--- src/rtl/samp_pkg.sv ---
// Shared constants and types for the step/direction pulse generator.
`timescale 1ns / 1ps

package samp_pkg;

	// Fixed field widths
	localparam int ANGLE_W   = 24;
	localparam int SCALE_W   = 24;
	localparam int HALF_W    = 16;
	localparam int POS_OUT_W = 32;
	localparam int PROD_W    = ANGLE_W + SCALE_W;
	localparam int FRAC_W    = 24;

	// Parameter defaults
	localparam int DEF_POSITION_BITS = 32;
	localparam int DEF_PERIOD_BITS   = 16;

	// Scale register reset: Q8.16 steps per degree
	localparam logic [SCALE_W-1:0] SCALE_RESET = 24'd36409;

	// Opcodes
	localparam logic OP_MOVE = 1'b0;
	localparam logic OP_TICK = 1'b1;

	// Control travelling with a command through the front stages
	typedef struct packed {
		logic valid;
		logic op;
	} cmd_ctl_t;

endpackage

--- src/rtl/stepper_absolute_move_pulse_gen_core.sv ---
// Top level of the step/direction pulse generator with absolute positioning.
`timescale 1ns / 1ps

// Usage:
//   Input channel (in_valid / in_stall) carries move commands (opcode 0, with
//   target_angle and half_period) and one-microsecond ticks (opcode 1).
//   Every input transaction yields exactly one result transaction on the
//   output channel (out_valid / out_stall): pulse level, direction, busy flag,
//   position after the transaction and a reject flag for moves that arrive
//   while busy.
//   From input accept to result valid, a transaction passes the input register,
//   scale multiply, rounding/saturation, then the motion state update that
//   loads the result register. Throughput is one transaction per cycle while
//   out_stall is low, set by the motion state update.
//   cfg_wr_en / cfg_wr_data write the Q8.16 steps-per-degree scale; write it
//   only while no transaction is in flight.
//   Reset clears position, target and pulse timer, sets the latched half
//   period to one and the scale to its default.
//   When the receiver stalls, the result register holds; the front stages
//   keep filling until every stage is occupied, then in_stall rises.

module stepper_absolute_move_pulse_gen_core import samp_pkg::*; #(
	parameter int POSITION_BITS = DEF_POSITION_BITS,
	parameter int PERIOD_BITS   = DEF_PERIOD_BITS
) (
	input  logic                        clk,
	input  logic                        arst_n,
	input  logic                        in_valid,
	output logic                        in_stall,
	input  logic                        opcode,
	input  logic signed [ANGLE_W-1:0]   target_angle,
	input  logic        [HALF_W-1:0]    half_period,
	input  logic                        cfg_wr_en,
	input  logic        [SCALE_W-1:0]   cfg_wr_data,
	output logic                        out_valid,
	input  logic                        out_stall,
	output logic                        pulse_level,
	output logic                        direction,
	output logic                        busy_res,
	output logic signed [POS_OUT_W-1:0] position,
	output logic                        rejected
);

	cmd_ctl_t                        ctl;
	logic signed [POSITION_BITS-1:0] steps;
	logic        [PERIOD_BITS-1:0]   hp;
	logic                            take;

	samp_cmd_pipe #(
		.POSITION_BITS (POSITION_BITS),
		.PERIOD_BITS   (PERIOD_BITS)
	) u_cmd_pipe (
		.clk          (clk),
		.arst_n       (arst_n),
		.in_valid     (in_valid),
		.in_stall     (in_stall),
		.opcode       (opcode),
		.target_angle (target_angle),
		.half_period  (half_period),
		.cfg_wr_en    (cfg_wr_en),
		.cfg_wr_data  (cfg_wr_data),
		.take         (take),
		.ctl          (ctl),
		.steps        (steps),
		.hp           (hp)
	);

	samp_motion #(
		.POSITION_BITS (POSITION_BITS),
		.PERIOD_BITS   (PERIOD_BITS)
	) u_motion (
		.clk         (clk),
		.arst_n      (arst_n),
		.ctl         (ctl),
		.steps       (steps),
		.hp          (hp),
		.take        (take),
		.out_valid   (out_valid),
		.out_stall   (out_stall),
		.pulse_level (pulse_level),
		.direction   (direction),
		.busy_res    (busy_res),
		.position    (position),
		.rejected    (rejected)
	);

endmodule

--- src/rtl/samp_cmd_pipe.sv ---
// Front pipeline: input register, angle scaling multiply, rounding and saturation.
`timescale 1ns / 1ps

module samp_cmd_pipe import samp_pkg::*; #(
	parameter int POSITION_BITS = DEF_POSITION_BITS,
	parameter int PERIOD_BITS   = DEF_PERIOD_BITS
) (
	input  logic                            clk,
	input  logic                            arst_n,
	input  logic                            in_valid,
	output logic                            in_stall,
	input  logic                            opcode,
	input  logic signed [ANGLE_W-1:0]       target_angle,
	input  logic        [HALF_W-1:0]        half_period,
	input  logic                            cfg_wr_en,
	input  logic        [SCALE_W-1:0]       cfg_wr_data,
	input  logic                            take,
	output cmd_ctl_t                        ctl,
	output logic signed [POSITION_BITS-1:0] steps,
	output logic        [PERIOD_BITS-1:0]   hp
);

	localparam int CW  = ((POSITION_BITS > FRAC_W + 1) ? POSITION_BITS : FRAC_W + 1) + 1;
	localparam int CLW = (PERIOD_BITS > HALF_W) ? PERIOD_BITS : HALF_W;

	logic [SCALE_W-1:0] scale_q;

	logic                      v_s1, v_s2, v_s3;
	logic                      op_s1, op_s2, op_s3;
	logic [ANGLE_W-1:0]        angle_s1;
	logic [HALF_W-1:0]         half_s1;
	logic                      neg_s2;
	logic [PROD_W-1:0]         prod_s2;
	logic [PERIOD_BITS-1:0]    hp_s2, hp_s3;
	logic [POSITION_BITS-1:0]  steps_s3;

	logic en1, en2, en3;

	logic                   neg1;
	logic [ANGLE_W-1:0]     mag1;
	logic [HALF_W-1:0]      half_nz;
	logic [CLW-1:0]         half_ext;
	logic [CLW-1:0]         pmax_ext;
	logic [PERIOD_BITS-1:0] hp_clamp;

	logic [PROD_W:0]        rounded;
	logic [CW-1:0]          s_ext;
	logic [CW-1:0]          maxp_ext;
	logic [CW-1:0]          minmag_ext;
	logic [CW-1:0]          sat_ext;

	// Stage enables: a stage moves when it is empty or its successor moves
	assign en3      = !v_s3 || take;
	assign en2      = !v_s2 || en3;
	assign en1      = !v_s1 || en2;
	assign in_stall = !en1;

	// Hold the scale register
	always_ff @(posedge clk or negedge arst_n) begin
		if (!arst_n) begin
			scale_q <= SCALE_RESET;
		end else if (cfg_wr_en) begin
			scale_q <= cfg_wr_data;
		end
	end

	// Valid bits of the three stages
	always_ff @(posedge clk or negedge arst_n) begin
		if (!arst_n) begin
			v_s1 <= 1'b0;
			v_s2 <= 1'b0;
			v_s3 <= 1'b0;
		end else begin
			if (en1) v_s1 <= in_valid;
			if (en2) v_s2 <= v_s1;
			if (en3) v_s3 <= v_s2;
		end
	end

	// Stage 1: capture the transaction
	always_ff @(posedge clk) begin
		if (en1) begin
			op_s1    <= opcode;
			angle_s1 <= target_angle;
			half_s1  <= half_period;
		end
	end

	// Take the magnitude of the angle and clamp the half period
	always_comb begin
		neg1     = angle_s1[ANGLE_W-1];
		mag1     = neg1 ? (~angle_s1 + ANGLE_W'(1)) : angle_s1;
		half_nz  = (half_s1 == '0) ? HALF_W'(1) : half_s1;
		half_ext = CLW'(half_nz);
		pmax_ext = CLW'({PERIOD_BITS{1'b1}});
		hp_clamp = (half_ext > pmax_ext) ? PERIOD_BITS'(pmax_ext) : PERIOD_BITS'(half_ext);
	end

	// Stage 2: scale the magnitude
	always_ff @(posedge clk) begin
		if (en2) begin
			op_s2   <= op_s1;
			neg_s2  <= neg1;
			prod_s2 <= PROD_W'(mag1) * PROD_W'(scale_q);
			hp_s2   <= hp_clamp;
		end
	end

	// Round half away from zero, then saturate to the position range
	always_comb begin
		rounded    = {1'b0, prod_s2} + ((PROD_W + 1)'(1) << (FRAC_W - 1));
		s_ext      = CW'(rounded[PROD_W:FRAC_W]);
		maxp_ext   = CW'({(POSITION_BITS-1){1'b1}});
		minmag_ext = CW'(1) << (POSITION_BITS - 1);
		if (neg_s2) begin
			sat_ext = (s_ext > minmag_ext) ? minmag_ext : s_ext;
			sat_ext = ~sat_ext + CW'(1);
		end else begin
			sat_ext = (s_ext > maxp_ext) ? maxp_ext : s_ext;
		end
	end

	// Stage 3: converted step target
	always_ff @(posedge clk) begin
		if (en3) begin
			op_s3    <= op_s2;
			steps_s3 <= sat_ext[POSITION_BITS-1:0];
			hp_s3    <= hp_s2;
		end
	end

	assign ctl.valid = v_s3;
	assign ctl.op    = op_s3;
	assign steps     = steps_s3;
	assign hp        = hp_s3;

endmodule

--- src/rtl/samp_motion.sv ---
// Motion state: pulse timer, position tracking, busy check and result register.
`timescale 1ns / 1ps

module samp_motion import samp_pkg::*; #(
	parameter int POSITION_BITS = DEF_POSITION_BITS,
	parameter int PERIOD_BITS   = DEF_PERIOD_BITS
) (
	input  logic                            clk,
	input  logic                            arst_n,
	input  cmd_ctl_t                        ctl,
	input  logic signed [POSITION_BITS-1:0] steps,
	input  logic        [PERIOD_BITS-1:0]   hp,
	output logic                            take,
	output logic                            out_valid,
	input  logic                            out_stall,
	output logic                            pulse_level,
	output logic                            direction,
	output logic                            busy_res,
	output logic signed [POS_OUT_W-1:0]     position,
	output logic                            rejected
);

	logic signed [POSITION_BITS-1:0] cur_q, tgt_q;
	logic        [PERIOD_BITS-1:0]   hpl_q, pc_q;
	logic                            ph_q, up_q;

	logic                            out_v_q;
	logic                            level_q, dir_q, busy_q, rej_q;
	logic signed [POS_OUT_W-1:0]     pos_q;

	logic                            fire;
	logic                            busy_now;
	logic                            start;
	logic signed [POSITION_BITS-1:0] cur_n, tgt_n;
	logic        [PERIOD_BITS-1:0]   hpl_n, pc_n, pc1;
	logic                            ph_n, up_n, ph1, up1;
	logic                            level, rej, busy_n;

	assign take = !out_v_q || !out_stall;
	assign fire = ctl.valid && take;

	assign busy_now = (cur_q != tgt_q) || ph_q || (pc_q != '0);

	// Next state for one move or tick
	always_comb begin
		cur_n = cur_q;
		tgt_n = tgt_q;
		hpl_n = hpl_q;
		pc_n  = pc_q;
		ph_n  = ph_q;
		up_n  = up_q;
		level = ph_q;
		rej   = 1'b0;
		start = 1'b0;
		ph1   = ph_q;
		pc1   = pc_q;
		up1   = up_q;
		case (ctl.op)
			OP_MOVE: begin
				if (busy_now) begin
					rej = 1'b1;
				end else begin
					hpl_n = hp;
					tgt_n = steps;
					if (steps != cur_q) begin
						up_n = steps > cur_q;
					end
				end
			end
			OP_TICK: begin
				// start a pulse when idle away from target
				start = !ph_q && (pc_q == '0) && (cur_q != tgt_q);
				ph1   = ph_q || start;
				pc1   = start ? hpl_q : pc_q;
				up1   = start ? (tgt_q > cur_q) : up_q;
				up_n  = up1;
				level = ph1;
				if (ph1) begin
					pc_n = pc1 - PERIOD_BITS'(1);
					if (pc_n == '0) begin
						ph_n = 1'b0;
						pc_n = hpl_q;
					end else begin
						ph_n = 1'b1;
					end
				end else if (pc1 != '0) begin
					pc_n = pc1 - PERIOD_BITS'(1);
					if (pc_n == '0) begin
						cur_n = up1 ? (cur_q + POSITION_BITS'(1)) : (cur_q - POSITION_BITS'(1));
					end
				end
			end
			default: begin
				rej = 1'b0;
			end
		endcase
		busy_n = (cur_n != tgt_n) || ph_n || (pc_n != '0);
	end

	// Advance the motion state
	always_ff @(posedge clk or negedge arst_n) begin
		if (!arst_n) begin
			cur_q <= '0;
			tgt_q <= '0;
			hpl_q <= PERIOD_BITS'(1);
			pc_q  <= '0;
			ph_q  <= 1'b0;
			up_q  <= 1'b0;
		end else if (fire) begin
			cur_q <= cur_n;
			tgt_q <= tgt_n;
			hpl_q <= hpl_n;
			pc_q  <= pc_n;
			ph_q  <= ph_n;
			up_q  <= up_n;
		end
	end

	// Result valid
	always_ff @(posedge clk or negedge arst_n) begin
		if (!arst_n) begin
			out_v_q <= 1'b0;
		end else if (take) begin
			out_v_q <= ctl.valid;
		end
	end

	// Result payload
	always_ff @(posedge clk) begin
		if (fire) begin
			level_q <= level;
			dir_q   <= up_n;
			busy_q  <= busy_n;
			pos_q   <= POS_OUT_W'(cur_n);
			rej_q   <= rej;
		end
	end

	assign out_valid   = out_v_q;
	assign pulse_level = level_q;
	assign direction   = dir_q;
	assign busy_res    = busy_q;
	assign position    = pos_q;
	assign rejected    = rej_q;

	// Phase counter never runs past the latched half period
	a_pc_bound: assert property (@(posedge clk) disable iff (!arst_n)
		pc_q <= hpl_q) else $error("phase counter above half period");

	// A high phase always has ticks left
	a_high_count: assert property (@(posedge clk) disable iff (!arst_n)
		ph_q |-> (pc_q != '0)) else $error("high phase with empty counter");

	// A dropped move was seen while busy
	a_rej_busy: assert property (@(posedge clk) disable iff (!arst_n)
		(out_v_q && rej_q) |-> busy_q) else $error("rejected move while idle");

	// Position moves by at most one step per transaction
	a_one_step: assert property (@(posedge clk) disable iff (!arst_n)
		!$stable(cur_q) |-> ((cur_q == $past(cur_q) + POSITION_BITS'(1)) ||
		                     (cur_q == $past(cur_q) - POSITION_BITS'(1))))
		else $error("position jumped by more than one step");

endmodule
--- config.mk ---
export PLATFORM = sky130hd
export DESIGN_NAME = stepper_absolute_move_pulse_gen_core
export DESIGN_NICKNAME = d
export VERILOG_FILES = /design/src/rtl/samp_pkg.sv /design/src/rtl/stepper_absolute_move_pulse_gen_core.sv /design/src/rtl/samp_cmd_pipe.sv /design/src/rtl/samp_motion.sv
export SDC_FILE = /design/constraint.sdc
export NUM_CORES = 2
export LEC_CHECK = 0
export ABC_AREA = 0
export CORE_ASPECT_RATIO = 1.1
export CORE_MARGIN = 5
export CORE_UTILIZATION = 53
export DETAILED_ROUTE_END_ITERATION = 8
export DONT_BUFFER_PORTS = 1
export HOLD_SLACK_MARGIN = 0.06
export PLACE_DENSITY = 0.68
export SLEW_MARGIN = 20
export SYNTH_ARGS = -nofsm -noshare
export SYNTH_HDL_FRONTEND = slang
export SYNTH_SLANG_ARGS = --single-unit
--- constraint.sdc ---
create_clock -name clk -period 24.6 [get_ports clk]
set_input_delay 2.46 -clock clk [delete_from_list [all_inputs] [get_ports clk]]
set_output_delay 2.46 -clock clk [all_outputs]
set_load 0.1 [all_outputs]
==> Yosys cells after proc, flatten, opt, wreduce, memory -nomap -nowiden <==
Index checks and enable logic that the tools add are counted.
{ "totals": {"ff_bits": 318, "output_inout_bits": 38} }
{ "classes": {"n_addsub": 6, "n_mul": 1, "magnitude_cmp": 3, "eq_ne": 3, "muxes": 24, "n_bitwise": 4, "reduce_logical": 26} }
{ "ops": {"columns": ["cell", "n"], "rows": [
  ["$mux W32", 7],
  ["$mux W16", 6],
  ["$ne A32 B32 Y1", 3],
  ["$gt A32 B32 Y1", 2],
  ["$add A48 B24 Y49 const B", 1],
  ["$logic_not A16 Y1", 3],
  ["$mul A24 B24 Y48", 1],
  ["$reduce_bool A16 Y1", 3],
  ["$add A32 B1 Y32 const B", 1],
  ["$add A32 B2 Y32 const B", 1],
  ["$not A25 Y32", 1],
  ["$sub A32 B2 Y32 const B", 1],
  ["$mux W25", 1],
  ["$add A24 B1 Y24 const B", 1],
  ["$mux W24", 1],
  ["$not A24 Y24", 1],
  ["$gt A16 B16 Y1 const B", 1],
  ["$sub A16 B1 Y16 const B", 1],
  ["$logic_or A1 B1 Y1", 9],
  ["$mux W1", 8],
  ["$logic_not A1 Y1", 7],
  ["$logic_and A1 B1 Y1", 3],
  ["$reduce_and A3 Y1", 1],
  ["$not A1 Y1", 2],
  ["$pmux W1 S2", 1]
]} }

==> Depth between registers and ports, before layout <==
{ "logic_depth": {"ltp_word": 13, "mapped_depth": 37, "mapped_depth_nobuf": 35} }

==> Cells and area by module <==
A second synthesis with hierarchy kept.
{ "unflattened": {"cells_unflattened": 3687, "hier_area_um2": 35829.4} }
{ "modules_own_cells": {"columns": ["mod", "n_inst", "cells_per_inst", "area_per_inst_um2", "seq_area_each_um2"], "rows": [
  ["samp_cmd_pipe", 1, 2604, 25592.0, 4679.5],
  ["samp_motion", 1, 1083, 10237.3, 3559.7]
]} }

==> Worst setup path after synthesis <==
Ideal clock, no wire load.
{ "synth_path": {"path_kind": "register to register", "from": "register u_cmd_pipe.angle_s1[0]", "to": "register u_cmd_pipe.prod_s2[41], data pin", "setup_time_ps": 258, "arrival_ps": 8583, "t_required_ps": 24342, "slack_ps": 15759, "path_stages_with_launch": 35, "period_less_slack_ps": 8841, "path_cell_list": "edfxtp_1 > clkbuf_1 > inv_1 > ha_1 > nand2_1 > or3_1 > or2_2 > o21ai_0 > xnor2_1 > clkbuf_1 > nand2_1 > fa_1 > fa_1 > fa_1 > inv_1 > fa_1 > inv_1 > fa_1 > inv_1 > fa_1 > inv_1 > fa_1 > inv_1 > ha_1 > a211oi_1 > nand4b_1 > a2111oi_0 > nor2_1 > a21oi_1 > o211ai_1 > and2_1 > a21boi_0 > o21ai_0 > a21oi_1 > xnor2_1"} }
{ "synth_via": {"elab_chain_len": 4} }
{ "synth_rtl": {"columns": ["element", "line_no", "rtl"], "rows": [
  ["start, declared", "samp_cmd_pipe.sv:30", "logic [ANGLE_W-1:0] angle_s1;"],
  ["start signal, assigned", "samp_cmd_pipe.sv:84", "angle_s1 <= target_angle;"],
  ["$not A24 Y24", "samp_cmd_pipe.sv:92", "mag1 = neg1 ? (~angle_s1 + ANGLE_W'(1)) : angle_s1;"],
  ["$add A24 B1 Y24", "samp_cmd_pipe.sv:92", null],
  ["$mux W24 (*)", "samp_cmd_pipe.sv:92", null],
  ["$mul A24 B24 Y48 (*)", "samp_cmd_pipe.sv:104", "prod_s2 <= PROD_W'(mag1) * PROD_W'(scale_q);"],
  ["end signal, assigned", "samp_cmd_pipe.sv:104", null],
  ["end, declared", "samp_cmd_pipe.sv:33", "logic [PROD_W-1:0] prod_s2;"]
]} }
Every way passes the cells marked *; elsewhere a longest branch is shown, timed or not.
A chain may end at the register's enable or synchronous reset.

==> Worst setup path in the final report <==
{ "layout_path": {"from": "register u_cmd_pipe.angle_s1[3]", "to": "register u_cmd_pipe.prod_s2[41], data pin"} }
The elaborated chain is that of the path after synthesis.

==> metrics.md <==
| Metric | Value |
|---|---|
| Status | complete, no violations |
| Min-Delay Path Class | reg2reg |
| Fin Clk Skew | about 31 ps |
| Max-slew violation count | 0 |
| Crit-path most repeated cell | fa_1 |
| Setup crit end kind | register |
| Port Buffers | 0 |
| Post-synthesis sequential area ratio | 0.236 |
| Top Ports | roughly 110 |
| Fmax | 102 MHz |
| Final Critical Period | between 9000 and 10000 ps |
| Die Wd | between 200 and 300 um |
| Type of the worst setup path | reg2reg |
| Area grow syn2layout | 6.76% |
| GRT Util Overall | 0.249 |
| Global-route wire length before repair | between 100000 and 150000 um |
| #FFs+latches synth | approximately 300 |
| Initial drt markers | 1640 |
| Core area | ~0.065 mm^2 |
| Via count | about 25000 |
| RePlAce Congestion | 0.940 |
| Crit path arrival time | 10090 ps |
| Layout fillers | between 5000 and 6000 |
| Floorplan row count | 98 |
| Post-Route Setup TNS | 0 ps |
| GRT Residual Overflow | 0 |
| Slowest cell delay on critical path | 730 ps |
| DRT antenna net count | 0 |
| Slowest CP cell | a2111oi_0 |
| Max_cap viols | 0 |
| Die Footprint | 0.0712 mm^2 |
| Post-synth EDFFs | 169 |
| Buffers plus inverters on the worst setup path | 4 |
| Syn Nets | between 4000 and 5000 |
| Worst-path clk slew | ~60 ps |
| CTS Hold Bufs | 0 |
| DP Wirelength | between 60000 and 70000 um |
| Pre-antenna DRT Iters | 8 |
| Crit share post-route | 0.397 |
| Post-synth ARST share | 0.427 |
| Mapped Area | ~0.035 mm^2 |
| Die Ht | about 280 um |
| RSZ-0062 raised after global routing | false |
| DR WL/cell | approximately 20 um |
| DRC viols | 0 |
| Htree depth | 2 |
| # setup viols final | 0 |
| Top_reg_cell synth | edfxtp_1 |
| Total Wirelength | 86500 um |
| Clock Latency Late Sink | just under 600 ps |
| Synth Area per Inst | roughly 9.7 um^2 |
| Total CTS buffers | 37 |
| CTS root buf | clkbuf_16 |
| Vias/cell | 5.57 |
| Post-Route Utilization | 0.572 |
| Syn. warnings | 0 |
| CP max FO | 24 |
| Post-CTS setup buffer count | 0 |
| Slew @ Worst Pin | roughly 1100 ps |
| Initial antenna violation count | 15 |
| CTS tree | done |
| Synth area leaders | fa_1, edfxtp_1, ha_1 |
| Vias in the first global route | between 20000 and 30000 |
| Final Hold Vio Count | 0 |
| CP Launch Type | register |
| Critical path's top delay family | adder cells |
| Placed cells | between 4000 and 5000 |
| Dominant cell type by area after synthesis | fa_1 |
| Slew headroom | 0.250 |
| Cells after synthesis | 3605 |
| Non-filler instance count after layout | 4416 |
| Post-synth top area share | 0.276 |
| Max Root-Sink Buffers | 3 |
| Share of layout cells above drive strength 1 | 0.0686 |
| Post-CTS sizing | 0 |
| Initial core utilization | 0.536 |
| Clock sink total | just under 300 |
| Synth cell types | 76 |
| Pin count of the biggest net entering global routing | 127 |
| Req. time, crit path | between 20000 and 25000 ps |
| Nets | approximately 4400 |
-- final timing paths --
kind | from | end | slack (ps) | cells past startpoint
setup / recovery | u_cmd_pipe.angle_s1[3] | u_cmd_pipe.prod_s2[41] | 14830 | 30
hold / removal | u_cmd_pipe.hp_s2[3] | u_cmd_pipe.hp[3] | 420 | 0
setup reg to reg | u_cmd_pipe.angle_s1[3] | u_cmd_pipe.prod_s2[41] | 14830 | 30
hold reg to reg | u_cmd_pipe.hp_s2[3] | u_cmd_pipe.hp[3] | 420 | 0
max in group asynchronous | arst_n | u_cmd_pipe.scale_q[4] | 22620 | 0
min in group asynchronous | arst_n | u_cmd_pipe.scale_q[17] | 1570 | 0
-- synth_stat cells, drive strengths merged, types with 5 or more instances --
cell type    n
o211ai       5
o21a        19
dfrtp      117
a31o         6
a311oi       5
or2          6
and4         6
edfxtp     169
and3        20
clkbuf     148
inv        643
nand3       36
and2       320
fa         482
xor2        49
o21ai      111
mux2        76
mux2i       51
dfstp        9
a2111oi      7
o22ai        5
or3         18
o31ai       12
nor3        41
a31oi       19
a21o        32
o41ai        5
nor4        18
nand2      403
nor2       137
ha         269
xnor2      114
buf          8
or4          8
a21oi       88
nand2b      15
nor2b       23
o21bai       6
a211oi      17
nand4       31
-- sequential cells by signal, summed over array words and instances, names as in the netlist, 16 cells and up --
register / count
u_cmd_pipe.steps: 32
u_motion.cur_q: 32
u_motion.position: 32
u_motion.tgt_q: 32
u_cmd_pipe.prod_s2: 25
u_cmd_pipe.angle_s1: 24
u_cmd_pipe.scale_q: 24
u_cmd_pipe.half_s1: 16
u_cmd_pipe.hp: 16
u_cmd_pipe.hp_s2: 16
u_motion.hpl_q: 16
u_motion.pc_q: 16
-- cell families after synthesis --
kind of cell	share of synthesized area
AOI/OAI and AO/OA	0.0681
muxes	0.0391
xor gates and xnor gates	0.0408
and+or+nand+nor	0.158
DFF	0.236
adders and majority gates	0.372
buffers and inverters	0.0863
-- layout by cell type (no fill, tap or decap), drive strengths merged, types with 51 or more instances in the layout --
cell type / instances
xnor2: 114
inv: 647
mux2: 76
a21oi: 88
edfxtp: 169
and2: 320
fa: 482
nor2: 137
o21ai: 111
mux2i: 51
nand2: 403
ha: 269
dfrtp: 117
-- area by class of cell --
| type | count | area, um^2 | share of cell area |
|---|---|---|---|
| antenna | 8 | 20.0 | 0.000536 |
| tap | 850 | 1060 | 0.0285 |
| timing repair buffer | 41 | 308 | 0.00825 |
| clock inverter | 27 | 373 | 0.00999 |
| sequential | 295 | 8240 | 0.221 |
| multi-input combinational | 2510 | 23900 | 0.641 |
| clock buffer | 41 | 971 | 0.0260 |
| inverter | 644 | 2420 | 0.0648 |
-- worst reg2reg max path: cells and delay by family (launching register included) --
family	cells	cell delay (ps)
AOI/OAI and AO/OA	8	2600
and+or+nand+nor	8	2030
xor gates and xnor gates	2	230
adders and majority gates	8	3750
buffers and inverters	4	440
DFF	1	490
-- routing by layer --
layer,track usage,wire length [um]
met1,0.342,36600
met4,0.0777,2870
met2,0.406,40700
met3,0.0466,6170
met5,0,73
-- stage by stage --
step / hold WS [ps] / worst slack [ps] / cell area [um^2]
global route: 432 / 14000 / 37300
CTS: 419 / 14820 / 37300
detailed placement: 405 / 14790 / 36000
finish: 418 / 14830 / 37300
global placement: 401 / 14910 / 36000
floorplan: 400 / 15760 / 35000
Power is left out: the tool's default activity adds up to more than one toggle a clock period on the data nets, which glitch-free logic cannot reach.
